--- src/rtl/url_percent_encoder_assert.svh ---
// Assertion macros used by the encoder RTL.
`ifndef URL_PERCENT_ENCODER_ASSERT_SVH
`define URL_PERCENT_ENCODER_ASSERT_SVH

// Same-cycle implication, disabled while reset is asserted.
`define UPE_ASSERT_NOW(label, clk, rst_n, ante, cons) \
  label: assert property (@(posedge clk) disable iff (!rst_n) (ante) |-> (cons)) \
    else $error("upe assertion failed");

// Next-cycle implication, disabled while reset is asserted.
`define UPE_ASSERT_NEXT(label, clk, rst_n, ante, cons) \
  label: assert property (@(posedge clk) disable iff (!rst_n) (ante) |=> (cons)) \
    else $error("upe assertion failed");

`endif

--- src/rtl/upe_pkg.sv ---
package upe_pkg;

  // Longest encoded run and the index width that addresses it.
  localparam int unsigned RunMax = 6;
  localparam int unsigned IdxW   = 3;

  // Character codes used in the encoded output.
  localparam logic [7:0] CharPct   = 8'h25;
  localparam logic [7:0] CharTwo   = 8'h32;
  localparam logic [7:0] CharZero  = 8'h30;
  localparam logic [7:0] CharSpace = 8'h20;
  localparam logic [7:0] CharTilde = 8'h7E;
  localparam logic [7:0] CharBang  = 8'h21;
  localparam logic [7:0] CharStar  = 8'h2A;
  localparam logic [7:0] CharLPar  = 8'h28;
  localparam logic [7:0] CharRPar  = 8'h29;
  localparam logic [7:0] CharQuote = 8'h27;

  // Character class bounds and hex digit bases.
  localparam logic [7:0] DigitLo       = 8'd48;
  localparam logic [7:0] DigitHi       = 8'd57;
  localparam logic [7:0] UpperLo       = 8'd65;
  localparam logic [7:0] UpperHi       = 8'd90;
  localparam logic [7:0] LowerLo       = 8'd97;
  localparam logic [7:0] LowerHi       = 8'd122;
  localparam logic [7:0] HexLowerBase  = 8'd87;  // 'a' - 10
  localparam logic [7:0] HexUpperBase  = 8'd55;  // 'A' - 10

  // One encoded run: bytes in transfer order and the index of the final byte.
  typedef struct packed {
    logic [RunMax-1:0][7:0] data;
    logic [IdxW-1:0]        last_idx;
  } run_t;

  // Result of the accented-letter lookup: UTF-8 lead and trail bytes.
  typedef struct packed {
    logic       hit;
    logic [7:0] lead;
    logic [7:0] trail;
  } accent_t;

  // Maps an ISO-8859-2 accented letter to its two-byte UTF-8 form.
  function automatic accent_t accent_lookup(logic [7:0] b);
    accent_t r;
    r.hit = 1'b1;
    unique case (b)
      8'hE1: begin r.lead = 8'hC3; r.trail = 8'hA1; end
      8'hC1: begin r.lead = 8'hC3; r.trail = 8'h81; end
      8'hE4: begin r.lead = 8'hC3; r.trail = 8'hA4; end
      8'hC4: begin r.lead = 8'hC3; r.trail = 8'h84; end
      8'hE9: begin r.lead = 8'hC3; r.trail = 8'hA9; end
      8'hC9: begin r.lead = 8'hC3; r.trail = 8'h89; end
      8'hED: begin r.lead = 8'hC3; r.trail = 8'hAD; end
      8'hCD: begin r.lead = 8'hC3; r.trail = 8'h8D; end
      8'hF3: begin r.lead = 8'hC3; r.trail = 8'hB3; end
      8'hD3: begin r.lead = 8'hC3; r.trail = 8'h93; end
      8'hF6: begin r.lead = 8'hC3; r.trail = 8'hB6; end
      8'hD6: begin r.lead = 8'hC3; r.trail = 8'h96; end
      8'hF5: begin r.lead = 8'hC5; r.trail = 8'h91; end
      8'hD5: begin r.lead = 8'hC5; r.trail = 8'h90; end
      8'hFC: begin r.lead = 8'hC3; r.trail = 8'hBC; end
      8'hDC: begin r.lead = 8'hC3; r.trail = 8'h9C; end
      8'hFB: begin r.lead = 8'hC5; r.trail = 8'hB1; end
      8'hDB: begin r.lead = 8'hC5; r.trail = 8'hB0; end
      8'hFA: begin r.lead = 8'hC3; r.trail = 8'hBA; end
      8'hDA: begin r.lead = 8'hC3; r.trail = 8'h9A; end
      default: begin r.hit = 1'b0; r.lead = 8'h00; r.trail = 8'h00; end
    endcase
    return r;
  endfunction

  // ASCII hex digit for one nibble, in upper or lower case.
  function automatic logic [7:0] hex_digit(logic [3:0] nib, logic upper);
    logic [7:0] base;
    if (nib <= 4'd9) begin
      base = DigitLo;
    end else begin
      base = upper ? HexUpperBase : HexLowerBase;
    end
    return base + {4'd0, nib};
  endfunction

endpackage

--- src/rtl/upe_in_if.sv ---
interface upe_in_if;
  logic       valid;
  logic       ready;
  logic [7:0] in_byte;

  modport source (output valid, output in_byte, input ready);
  modport sink   (input valid, input in_byte, output ready);
endinterface

--- src/rtl/upe_out_if.sv ---
interface upe_out_if;
  logic       valid;
  logic       ready;
  logic [7:0] out_byte;
  logic       last_of_run;

  modport source (output valid, output out_byte, output last_of_run, input ready);
  modport sink   (input valid, input out_byte, input last_of_run, output ready);
endinterface

--- src/rtl/upe_encode.sv ---
module upe_encode
  import upe_pkg::*;
(
  input  logic [7:0] byte_i,
  output run_t       run_o
);

  accent_t acc;
  logic    pass;

  assign acc = accent_lookup(byte_i);

  // Letters, digits and the unreserved marks go out unchanged.
  always_comb begin
    pass = ((byte_i >= DigitLo) && (byte_i <= DigitHi)) ||
           ((byte_i >= UpperLo) && (byte_i <= UpperHi)) ||
           ((byte_i >= LowerLo) && (byte_i <= LowerHi)) ||
           (byte_i == CharTilde) || (byte_i == CharBang) ||
           (byte_i == CharStar)  || (byte_i == CharLPar) ||
           (byte_i == CharRPar)  || (byte_i == CharQuote);
  end

  // Build the whole run; unused slots are zero.
  always_comb begin
    run_o.data     = '0;
    run_o.last_idx = '0;
    priority if (acc.hit) begin
      run_o.data[0]  = CharPct;
      run_o.data[1]  = hex_digit(acc.lead[7:4], 1'b1);
      run_o.data[2]  = hex_digit(acc.lead[3:0], 1'b1);
      run_o.data[3]  = CharPct;
      run_o.data[4]  = hex_digit(acc.trail[7:4], 1'b1);
      run_o.data[5]  = hex_digit(acc.trail[3:0], 1'b1);
      run_o.last_idx = IdxW'(RunMax - 1);
    end else if (byte_i == CharSpace) begin
      run_o.data[0]  = CharPct;
      run_o.data[1]  = CharTwo;
      run_o.data[2]  = CharZero;
      run_o.last_idx = IdxW'(2);
    end else if (pass) begin
      run_o.data[0]  = byte_i;
      run_o.last_idx = '0;
    end else begin
      run_o.data[0]  = CharPct;
      run_o.data[1]  = hex_digit(byte_i[7:4], 1'b0);
      run_o.data[2]  = hex_digit(byte_i[3:0], 1'b0);
      run_o.last_idx = IdxW'(2);
    end
  end

endmodule

--- src/rtl/url_percent_encoder.sv ---
// URL percent encoder.
// in_i carries one source byte per transfer (ISO-8859-2 for accented letters).
// out_o carries the encoded run for that byte, one byte per transfer, with
// last_of_run set on the final byte. A run is 1 byte (pass-through), 3 bytes
// (space or escaped byte) or 6 bytes (an accented letter's two UTF-8 bytes,
// each escaped). The first byte of a run is offered the cycle after the input
// transfer. Pass-through bytes are taken one input byte per cycle while the
// receiver is ready; a longer run holds off the next input byte until its
// final byte leaves, as the single run register feeds the output one byte per
// cycle while out_o.ready is high. A new input is taken in the same cycle as
// the final byte of the previous run leaves, so back-to-back runs have no gap.
// When the receiver stalls, the current byte holds and in_i.ready drops
// until the final byte of the run has been transferred.
// Reset clears the run occupancy and byte pointer; no byte is offered until the next input.
// The block keeps no state between runs.
`include "url_percent_encoder_assert.svh"

module url_percent_encoder
  import upe_pkg::*;
(
  input  logic       clk_i,
  input  logic       rst_ni,
  upe_in_if.sink     in_i,
  upe_out_if.source  out_o
);

  run_t            enc_run;
  run_t            run_q;
  logic            valid_q, valid_d;
  logic [IdxW-1:0] idx_q, idx_d;
  logic            run_last;
  logic            in_fire;
  logic            out_fire;

  upe_encode u_encode (
    .byte_i (in_i.in_byte),
    .run_o  (enc_run)
  );

  // Handshakes; a new item enters as the last byte of the previous one leaves.
  assign run_last    = (idx_q == run_q.last_idx);
  assign out_fire    = out_o.valid && out_o.ready;
  assign in_i.ready  = !valid_q || (out_o.ready && run_last);
  assign in_fire     = in_i.valid && in_i.ready;

  assign out_o.valid       = valid_q;
  assign out_o.out_byte    = run_q.data[idx_q];
  assign out_o.last_of_run = run_last;

  // Control: run occupancy and byte pointer.
  always_comb begin
    valid_d = valid_q;
    idx_d   = idx_q;
    priority if (in_fire) begin
      valid_d = 1'b1;
      idx_d   = '0;
    end else if (out_fire && run_last) begin
      valid_d = 1'b0;
    end else if (out_fire) begin
      idx_d = idx_q + IdxW'(1);
    end
  end

  always_ff @(posedge clk_i or negedge rst_ni) begin
    if (!rst_ni) begin
      valid_q <= 1'b0;
      idx_q   <= '0;
    end else begin
      valid_q <= valid_d;
      idx_q   <= idx_d;
    end
  end

  // Run payload is loaded on each input transfer.
  always_ff @(posedge clk_i) begin
    if (in_fire) begin
      run_q <= enc_run;
    end
  end

  // The pointer never runs past the final byte of the run.
  `UPE_ASSERT_NOW(a_idx_in_run, clk_i, rst_ni, valid_q, idx_q <= run_q.last_idx)
  // An input transfer during a run only happens as that run's last byte leaves.
  `UPE_ASSERT_NOW(a_in_at_end, clk_i, rst_ni, in_fire && valid_q, out_fire && run_last)
  // A byte that is not the last is followed by the next byte of the same run.
  `UPE_ASSERT_NEXT(a_step, clk_i, rst_ni, out_fire && !run_last,
                   valid_q && (idx_q == $past(idx_q) + IdxW'(1)))
  // A stalled run keeps its position.
  `UPE_ASSERT_NEXT(a_hold, clk_i, rst_ni, valid_q && !out_o.ready,
                   valid_q && $stable(idx_q))

endmodule

--- src/flat_wrapper.sv ---
// flat-port wrapper written by rule: the top's interface ports become plain ports
module url_percent_encoder_flat import upe_pkg::*;
  (clk_i, rst_ni, in_i_valid, in_i_in_byte, in_i_ready, out_o_valid, out_o_out_byte, out_o_last_of_run, out_o_ready);
  upe_in_if in_i_i ();
  upe_out_if out_o_i ();
  input  logic clk_i;
  input  logic rst_ni;
  input wire logic [$bits(in_i_i.valid)-1:0] in_i_valid;
  input wire logic [$bits(in_i_i.in_byte)-1:0] in_i_in_byte;
  output wire logic [$bits(in_i_i.ready)-1:0] in_i_ready;
  output wire logic [$bits(out_o_i.valid)-1:0] out_o_valid;
  output wire logic [$bits(out_o_i.out_byte)-1:0] out_o_out_byte;
  output wire logic [$bits(out_o_i.last_of_run)-1:0] out_o_last_of_run;
  input wire logic [$bits(out_o_i.ready)-1:0] out_o_ready;
  assign in_i_i.valid = in_i_valid;
  assign in_i_i.in_byte = in_i_in_byte;
  assign in_i_ready = in_i_i.ready;
  assign out_o_valid = out_o_i.valid;
  assign out_o_out_byte = out_o_i.out_byte;
  assign out_o_last_of_run = out_o_i.last_of_run;
  assign out_o_i.ready = out_o_ready;
  url_percent_encoder u_core (.clk_i(clk_i), .rst_ni(rst_ni), .in_i(in_i_i), .out_o(out_o_i));
endmodule
--- config.mk ---
export PLATFORM = sky130hd
export DESIGN_NAME = url_percent_encoder_flat
export DESIGN_NICKNAME = d
export VERILOG_FILES = /design/src/rtl/upe_pkg.sv /design/src/rtl/upe_in_if.sv /design/src/rtl/upe_out_if.sv /design/src/rtl/upe_encode.sv /design/src/rtl/url_percent_encoder.sv /design/src/flat_wrapper.sv
export VERILOG_INCLUDE_DIRS = /design/src /design/src/rtl
export SDC_FILE = /design/constraint.sdc
export NUM_CORES = 1
export LEC_CHECK = 0
export BUFFER_PORTS_ARGS = -buffer_cell sky130_fd_sc_hd__clkbuf_2
export CAP_MARGIN = 15
export CORE_ASPECT_RATIO = 0.5
export CORE_MARGIN = 2
export CORE_UTILIZATION = 54
export DETAILED_ROUTE_END_ITERATION = 16
export GPL_TIMING_DRIVEN = 0
export HOLD_SLACK_MARGIN = 0.06
export PLACE_DENSITY = 0.83
export SLEW_MARGIN = 20
export SYNTH_ARGS = -nofsm -noshare
export SYNTH_HDL_FRONTEND = slang
export SYNTH_SLANG_ARGS = --single-unit
--- constraint.sdc ---
create_clock -name clk_i -period 2.7 [get_ports clk_i]
set_clock_uncertainty 0.15 [all_clocks]
set_input_delay 0.54 -clock clk_i [delete_from_list [all_inputs] [get_ports clk_i]]
set_output_delay 0.54 -clock clk_i [all_outputs]
set_load 0.01 [all_outputs]
**Word level (Yosys, flattened, before mapping)**

Cells that the tools add are included.
W data, S select, Z words.

- Equal/unequal tests: 29
- $lt $le $gt $ge: 13
- Muxes and demuxes: 30
- Reductions and logical operators: 22
- $add $sub $neg: 7
- Bitwise logic cells: 1

Operators with widths:

| operator | count |
|---|---|
| $pmux W16 S20 | 1 |
| $eq A8 B8 Y1 const B | 20 |
| $mux W8 | 11 |
| $mux W27 | 2 |
| $add A8 B4 Y8 | 6 |
| $eq A8 B6 Y1 const B | 6 |
| $bmux W8 S3 | 1 |
| $le A4 B4 Y1 const B | 6 |
| $mux W3 | 7 |
| $reduce_or A20 Y1 | 1 |
| $ge A8 B7 Y1 const B | 2 |
| $le A8 B7 Y1 const B | 2 |
| $mux W16 | 1 |
| $mux W7 | 2 |
| $mux W11 | 1 |
| $logic_or A1 B1 Y1 | 9 |
| $eq A8 B7 Y1 const B | 1 |
| $ge A8 B6 Y1 const B | 1 |
| $le A8 B6 Y1 const B | 1 |
| $logic_and A1 B1 Y1 | 7 |
| $mux W6 | 1 |
| $lt A3 B4 Y1 const B | 1 |
| $reduce_bool A2 Y1 | 2 |
| $add A3 B1 Y3 const B | 1 |
| other kinds (7) | 9 |

- Word-level logic and storage cells: 111
- Input bits: 12
- Flip-flop bits (word level): 55

**Longest topological paths before layout**

Gate-level depths: netlist (run 1).

- Word-level depth: 17
- Depth in mapped cells: 13

**Modules after synthesis**

A second synthesis (run 1) with hierarchy kept.

- Cell total of the unflattened synthesis: 313
- Area total of the unflattened synthesis: 3,525.9 um^2

By module, submodules not included:

| module | times used | cells an instance | area an instance (um^2) | sequential area each (um^2) |
|---|---|---|---|---|
| url_percent_encoder | 1 | 121 | 2,247.2 | 1,631.6 |
| upe_encode | 1 | 192 | 1,278.7 | 0.0 |

**Worst setup path before layout (run 1)**

No wires, ideal clock.

- Kind: in2reg
- From: in in_i_in_byte[7]
- To: reg u_core.run_q[47] in the netlist's numbering, data pin
- Setup time: 256 ps
- Arrival time: 2,520 ps
- Path slack: -226 ps
- Stages: 12
- Cell sequence: clkbuf_1 -> and2_1 -> nand2_1 -> or2_2 -> nand2_1 -> and2_1 -> ha_1 -> inv_1 -> fa_1 -> nor2b_1 -> o21a_1 -> nor2_1

- Cells in the longest elaborated chain, start to end: 6

Ends and longest elaborated chain:

| item | line | RTL |
|---|---|---|
| start, declared | flat_wrapper.sv:9 | `input wire logic [$bits(in_i_i.in_byte)-1:0] in_i_in_byte;` |
| $eq A8 B8 Y1 | upe_pkg.sv:46 | `unique case (b)` |
| $pmux W16 S20 | upe_pkg.sv:46 |  |
| $le A4 B4 Y1 | upe_pkg.sv:75 | `if (nib <= 4'd9) begin` |
| $mux W3 | upe_pkg.sv:75 |  |
| $mux W8 | upe_encode.sv:27 | `priority if (acc.hit) begin` |
| $add A8 B4 Y8 | upe_pkg.sv:80 | `return base + {4'd0, nib};` |
| end signal, assigned | url_percent_encoder.sv:77 | `run_q <= enc_run;` |
| end, declared | url_percent_encoder.sv:28 | `run_t run_q;` |

Parallel ways exist; a longest one is shown, timed or not. The select of a mux whose other input is x is not followed.
A chain may end at the register's enable or synchronous reset.

**Worst setup path in the final report (run 1)**

- From: in in_i_in_byte[1]
- To: reg u_core.run_q[47] in the netlist's numbering, data pin

The elaborated chain is that of the path after synthesis.

==> impl_metrics.env, run 1 <==
export IMPL_wirelength_mm=6.63
export IMPL_drt_drc_violations_left=0
export IMPL_ys_seq_area_frac=0.433
export IMPL_syn_nets=303
export IMPL_syn_area_per_cell_um2=10.3
export IMPL_fin_nets=339
export IMPL_numCtsBuffers=5
export IMPL_cap_violations=0
export IMPL_die_w_um=107
export IMPL_worst_slack_ns=-0.0351
export IMPL_vias=2293
export IMPL_fmax_mhz=366
export IMPL_ys_dominant_reg_cell="edfxtp_1"
export IMPL_hp_class="primary input to register"
export IMPL_io_buffers=21
export IMPL_drive_gt1_frac=0.269
export IMPL_num_antenna_cells=0
export IMPL_clkSlewWorstSetupHoldPaths_ns=0.08
export IMPL_ys_warnings_count=0
export IMPL_multiInputGateArea_um2=1500
export IMPL_grt_pass1_vias=2095
export IMPL_power_density_nw_per_um2=648
export IMPL_fin_cells=386
export IMPL_antenna_found_initial=0
export IMPL_path_max_fanout=14
export IMPL_clockBufferDepth=2
export IMPL_syn_inst=279
export IMPL_met1_usage=0.327
export IMPL_final_hold_viol_count=0
export IMPL_final_common_cell="edfxtp_1"
export IMPL_track_usage=0.225
export IMPL_fin_crit_ns=2.74
export IMPL_first_pass_iters=5
export IMPL_critPathLaunchType="primary input"
export IMPL_crit_type="primary input to register"
export IMPL_arrival_ns=2.63
export IMPL_num_rows=18
export IMPL_core_region_area_um2=5020
export IMPL_final_util=0.665
export IMPL_use_met2=0.350
export IMPL_dpl_cell_count=370
export IMPL_vias_per_cell=5.94
export IMPL_ant_nets=0
export IMPL_clock_latency_ns=0.29
export IMPL_die_area_um2=5940
export IMPL_wire_per_inst_um=17.2
export IMPL_overflow=0
export IMPL_routabilityCongestion=0.869
export IMPL_rsz0062_at_grt="true"
export IMPL_ios=23
export IMPL_initial_core_util=0.570
export IMPL_synthToLayoutAreaGrowth_pct=16.6
export IMPL_die_h_um=55.5
export IMPL_synth_edf_count=38
export IMPL_final_cell_mix="edfxtp_1 (38), clkbuf_2 (21), a21oi_1 (19)"
export IMPL_cts_sinks=42
export IMPL_max_stage_delay_ns=0.35
export IMPL_cts_root_buf="clkbuf_8"
export IMPL_grt_busiest_layer="met2"
export IMPL_status="complete, but fails checks"
export IMPL_cts_tree="done"
export IMPL_maxSlewViolCount=0
export IMPL_fillCellCount=372
export IMPL_grt_max_degree=39
export IMPL_end_kind="register"
export IMPL_ir_worst_vdd_mv=0.468
export IMPL_dpl_hpwl_mm=4.63
export IMPL_drtIter0Drc=215
export IMPL_regArea_um2=1240
export IMPL_leakage_nw=1.35
export IMPL_async_flop_share=0.0952
export IMPL_setup_violations=1
export IMPL_slowest_stage="fa_2"
export IMPL_ys_ff_latch=42
export IMPL_fin_crit_sh=1.01
export IMPL_synth_distinct_cells=58
export IMPL_synthesis_area_um2=2860
export IMPL_path_cells="buf_6 > clkbuf_8 > o21bai_1 > o211ai_1 > a21o_1 > nand2_1 > and2_4 > ha_2 > inv_1 > fa_2 > nor2b_2 > o21a_1 > nor2_1"
export IMPL_violations="negative setup slack"
export IMPL_grt_pass1_wl_mm=10.5
export IMPL_worst_endpoint_required_ns=2.60
export IMPL_met3_usage=0.0390
export IMPL_cts_max_level=2
[worst max-delay path, delay by kind of cell]
kind | cells | cell delay, ns
adders and majority gates | 2 | 0.51
AOI/OAI and AO/OA | 4 | 0.76
and+or+nand+nor | 4 | 0.46
buffers and inverters | 3 | 0.35
[routing by layer]
| layer | routed length (um) | vias up |
|---|---|---|
| li1 | - | 1086 |
| met1 | 3050 | 1078 |
| met2 | 3010 | 123 |
| met3 | 533 | 6 |
| met4 | 40 | 0 |
| met5 | 0 | - |
[cell usage after synthesis, types with 2 or more instances]
library cell	number	share of area
a211oi_1	2	0.0052
a21o_1	5	0.013
a21oi_1	19	0.033
a22o_1	2	0.0061
a22oi_1	2	0.0052
a311oi_1	3	0.0092
a32oi_1	2	0.0061
and2_1	12	0.026
and3_1	3	0.0066
buf_2	6	0.010
buf_6	4	0.016
clkbuf_1	10	0.013
dfrtp_1	4	0.035
edfxtp_1	38	0.40
fa_1	3	0.021
ha_1	9	0.039
inv_1	15	0.020
mux2i_1	14	0.049
mux4_2	2	0.016
nand2_1	17	0.022
nand2b_1	5	0.011
nor2_1	18	0.024
nor2b_1	10	0.022
nor3_1	8	0.014
nor3b_1	2	0.0052
o211ai_1	3	0.0079
o21a_1	4	0.010
o21ai_0	14	0.024
o22ai_1	7	0.015
or2_2	2	0.0044
xnor2_1	5	0.015
xor2_1	3	0.0092
[through the flow]
| stage | cell area (um^2) | setup WS [ns] | TNS [ns] | total power [mW] | hold slack (ns) |
|---|---|---|---|---|---|
| floorplan | 2880 | -0.0891 | -0.0891 | 1.48 | 0.0944 |
| global placement | 3070 | -0.402 | -1.98 | 1.71 | 0.197 |
| detailed placement | 3070 | -0.510 | -2.88 | 1.73 | 0.202 |
| CTS | 3220 | -0.00923 | -0.00923 | 2.14 | 0.308 |
| global route | 3340 | -0.0810 | -0.103 | 2.30 | 0.332 |
| finish | 3340 | -0.0351 | -0.0351 | 2.16 | 0.319 |
[what timing repair did]
| action | CTS | global route |
|---|---|---|
| gates cloned | 0 | 1 |
| hold buffers | 1 | 0 |
| endpoints found under the setup margin | 9 | 52 |
| resized for setup | 14 | 29 |
| pin swaps | 3 | 5 |
| endpoints found under the hold margin | 4 | 0 |
| buffers inserted | 2 | 8 |
[registers in the layout (all words and copies together), names as in the netlist]
register and flops:
u_core.idx_q 3, u_core.out_o.valid 1, u_core.run_q 38
[layout make-up]
| class | count | share of cell area |
|---|---|---|
| multi-input cells | 200 | 0.449 |
| flip-flops and latches | 42 | 0.372 |
| repair buffers | 33 | 0.0618 |
| plain buffers | 17 | 0.0435 |
| well taps | 70 | 0.0262 |
| clock buffers | 5 | 0.0206 |
| inverters | 16 | 0.0191 |
| clock inverters | 3 | 0.00712 |
[final timing paths]
| check | start | end | slack [ns] | cells past startpoint |
|---|---|---|---|---|
| min reg2reg | u_core.out_o.valid | u_core.idx_q[0] | 0.50 | 1 |
| max | in_i_in_byte[1] | u_core.run_q[47] | -0.04 | 13 |
| min in group asynchronous | rst_ni | u_core.idx_q[0] | 0.43 | 2 |
| max reg2reg | u_core.idx_q[0] | u_core.run_q[10] | 0.31 | 5 |
| min | in_i_valid | u_core.out_o.valid | 0.32 | 2 |
| max in group asynchronous | rst_ni | u_core.idx_q[1] | 1.83 | 2 |
[where the power goes]
| part | switching [mW] | leakage (nW) | internal (mW) |
|---|---|---|---|
| clock | 0.223 | 0.0408 | 0.185 |
| sequential | 0.0631 | 0.392 | 0.816 |
| combinational | 0.502 | 0.918 | 0.374 |
| total | 0.788 | 1.35 | 1.37 |
[cell families (layout without fill, tap and decap cells)]
kind of cell,Yosys count,after routing,share of synthesized area
fa+ha+maj,12,12,0.0603
compound gates,74,74,0.177
other cells,1,1,0.00131
flops,42,42,0.433
mux,16,16,0.0647
buf+inv,37,74,0.0616
simple gates,88,88,0.172
xor+xnor,9,9,0.0301
Note: power is estimated with default switching activity, not from simulation.
==> inputs of run 2 (changes only) <==
Settings changed: PLACE_DENSITY 0.83 to 0.76.
==> run 2 against run 1 <==
  * First-iteration DRC count grew 24%
  * Sequential share of layout area shrank 1.8 points
  * Non-clock buffer count grew 8
  * Count of clock-buffer cells in the layout grew 1
  * Register-to-register slack gained 0.09 ns
  * Sequential cell count is the same
  * Global-route usage grew 0.81 points
  * Critical path depth is the same
  * The run now ends clean
  * Core utilization grew 3.5 points
==> impl_metrics.env, run 2 (synthesized netlist as in run 1, its figures left out) <==
export IMPL_arrival_ns=2.59
export IMPL_routabilityCongestion=0.901
export IMPL_wirelength_mm=6.96
export IMPL_rrSetupSlack_ns=0.40
export IMPL_final_common_cell="edfxtp_1"
export IMPL_path_cells="clkbuf_4 > buf_8 > xor2_2 > mux2i_2 > or2_4 > nand2_2 > and2_4 > ha_4 > inv_4 > fa_2 > nor2b_2 > o21a_1 > nor2_1"
export IMPL_core_region_area_um2=5020
export IMPL_largest_reg_flops=38
export IMPL_dpl_hpwl_mm=4.83
export IMPL_max_stage_delay_ns=0.38
export IMPL_path_max_fanout=8
export IMPL_clockBufferDepth=2
export IMPL_fin_nets=347
export IMPL_cts_root_buf="clkbuf_8"
export IMPL_grt_max_degree=39
export IMPL_timing_hold_ws_ns=0.354
export IMPL_rr_worst_depth=5
export IMPL_track_usage=0.233
export IMPL_end_kind="register"
export IMPL_die_area_um2=5940
export IMPL_slew_headroom=0.660
export IMPL_initial_core_util=0.570
export IMPL_cts_sinks=42
export IMPL_synthToLayoutAreaGrowth_pct=22.6
export IMPL_setup_violations=0
export IMPL_num_antenna_cells=0
export IMPL_critPathLaunchType="primary input"
export IMPL_cts_max_level=2
export IMPL_drive_gt1_frac=0.299
export IMPL_vias=2354
export IMPL_fin_setup_tns_ns=0
export IMPL_maxSlewViolCount=0
export IMPL_die_h_um=55.5
export IMPL_whs_path_depth=2
export IMPL_drt_drc_violations_left=0
export IMPL_io_buffers=21
export IMPL_ant_nets=0
export IMPL_final_hold_viol_count=0
export IMPL_fmax_mhz=372
export IMPL_cts_tree="done"
export IMPL_status="finished, final reports clean"
export IMPL_hp_class="primary input to register"
export IMPL_die_w_um=107
export IMPL_first_pass_iters=5
export IMPL_num_rows=18
export IMPL_vias_per_cell=5.97
export IMPL_ir_worst_vdd_mv=0.464
export IMPL_overflow=0
export IMPL_tightestPinTransition_ns=0.506
export IMPL_drtIter0Drc=267
export IMPL_fin_crit_sh=0.995
export IMPL_final_cell_mix="edfxtp_1 (38), buf_4 (19), clkbuf_2 (19)"
export IMPL_slowest_stage="fa_2"
export IMPL_leakage_nw=1.44
export IMPL_timing_rr_end="u_core.run_q[24]"
export IMPL_largest_register="u_core.run_q"
export IMPL_power_density_nw_per_um2=648
export IMPL_totalPowerFinal_mw=2.27
export IMPL_r2r_start="u_core.idx_q[0]"
export IMPL_whs_endpoint="u_core.out_o.valid"
export IMPL_wire_per_inst_um=17.7
export IMPL_worst_endpoint_required_ns=2.60
export IMPL_grt_pass1_wl_mm=10.8
export IMPL_clock_latency_ns=0.29
export IMPL_ios=23
export IMPL_antenna_found_initial=0
export IMPL_numCtsBuffers=5
export IMPL_hold_start="in_i_valid"
export IMPL_fin_crit_ns=2.69
export IMPL_clkSlewWorstSetupHoldPaths_ns=0.08
export IMPL_grt_pass1_vias=2166
export IMPL_cap_violations=0
export IMPL_final_util=0.699
export IMPL_crit_type="primary input to register"
export IMPL_rsz0062_at_grt="true"
==> run 2: cell count changes in the layout (fill, tap and decap cells not counted), moves of 2 or more <==
cell and change:
buf_4 +7, buf_8 +3, clkbuf_2 -2, nor2b_4 +2
==> run 2: layer usage <==
layer  global-route usage  share of wire  vias up
li1                     -              -     1108
met4               0.0557          0.010        0
met5                    0              0        -
met2                0.352           0.46      102
met1                0.348           0.46     1136
met3               0.0437          0.068        8
==> run 2: layout make-up <==
| type | instances | area [um^2] |
|---|---|---|
| plain buffers | 17 | 159 |
| clock buffers | 6 | 72.6 |
| clock inverters | 2 | 37.5 |
| fillers | 359 | 1510 |
| inverters | 16 | 66.3 |
| multi-input cells | 200 | 1550 |
| flip-flops and latches | 42 | 1240 |
| well taps | 70 | 87.6 |
| repair buffers | 41 | 300 |
==> run 2: worst max-delay path by stage <==
stage | from | to | slack (ns) | depth (start not counted)
6_report | in_i_in_byte[0] | u_core.run_q[47] | 0.01 | 13
5_1_grt | in_i_in_byte[1] | u_core.run_q[21] | -0.06 | 9
4_1_cts | in_i_in_byte[1] | u_core.run_q[47] | 0.02 | 14
3_5_place_dp | in_i_in_byte[1] | u_core.run_q[47] | -0.51 | 12
3_3_place_gp | in_i_in_byte[1] | u_core.run_q[47] | -0.45 | 12
2_1_floorplan | in_i_in_byte[2] | u_core.run_q[47] | -0.09 | 12
==> run 2: critical path: cells and delay by family <==
| family | cells | cell delay, ns |
|---|---|---|
| AO/OA/AOI/OAI | 1 | 0.18 |
| buffers and inverters | 3 | 0.35 |
| AND/OR/NAND/NOR | 5 | 0.72 |
| adder cells (fa/ha/maj) | 2 | 0.53 |
| multiplexers | 1 | 0.10 |
| XOR/XNOR | 1 | 0.17 |
==> run 2: repair_timing <==
| action | CTS | global route |
|---|---|---|
| hold endpoints to repair | 4 | 0 |
| pin swaps | 2 | 10 |
| gates resized for setup | 18 | 39 |
| hold buffers | 1 | 0 |
| buffers inserted | 5 | 13 |
| endpoints found under the setup margin | 11 | 51 |
| cloned | 0 | 1 |
==> run 2: report_power, final <==
group | internal [mW] | leakage (nW) | switching, mW
Clock | 0.276 | 0.0514 | 0.209
Combinational | 0.392 | 0.992 | 0.520
Sequential | 0.816 | 0.392 | 0.0609
==> run 2: per-stage QoR <==
stage | cell area (um^2) | std cells | setup slack, ns
after floorplan | 2880 | 279 | -0.0891
after global placement | 3070 | 370 | -0.447
after detailed placement | 3070 | 370 | -0.513
after CTS | 3270 | 380 | 0.0214
after global routing | 3510 | 394 | -0.0640
final | 3510 | 394 | 0.0126
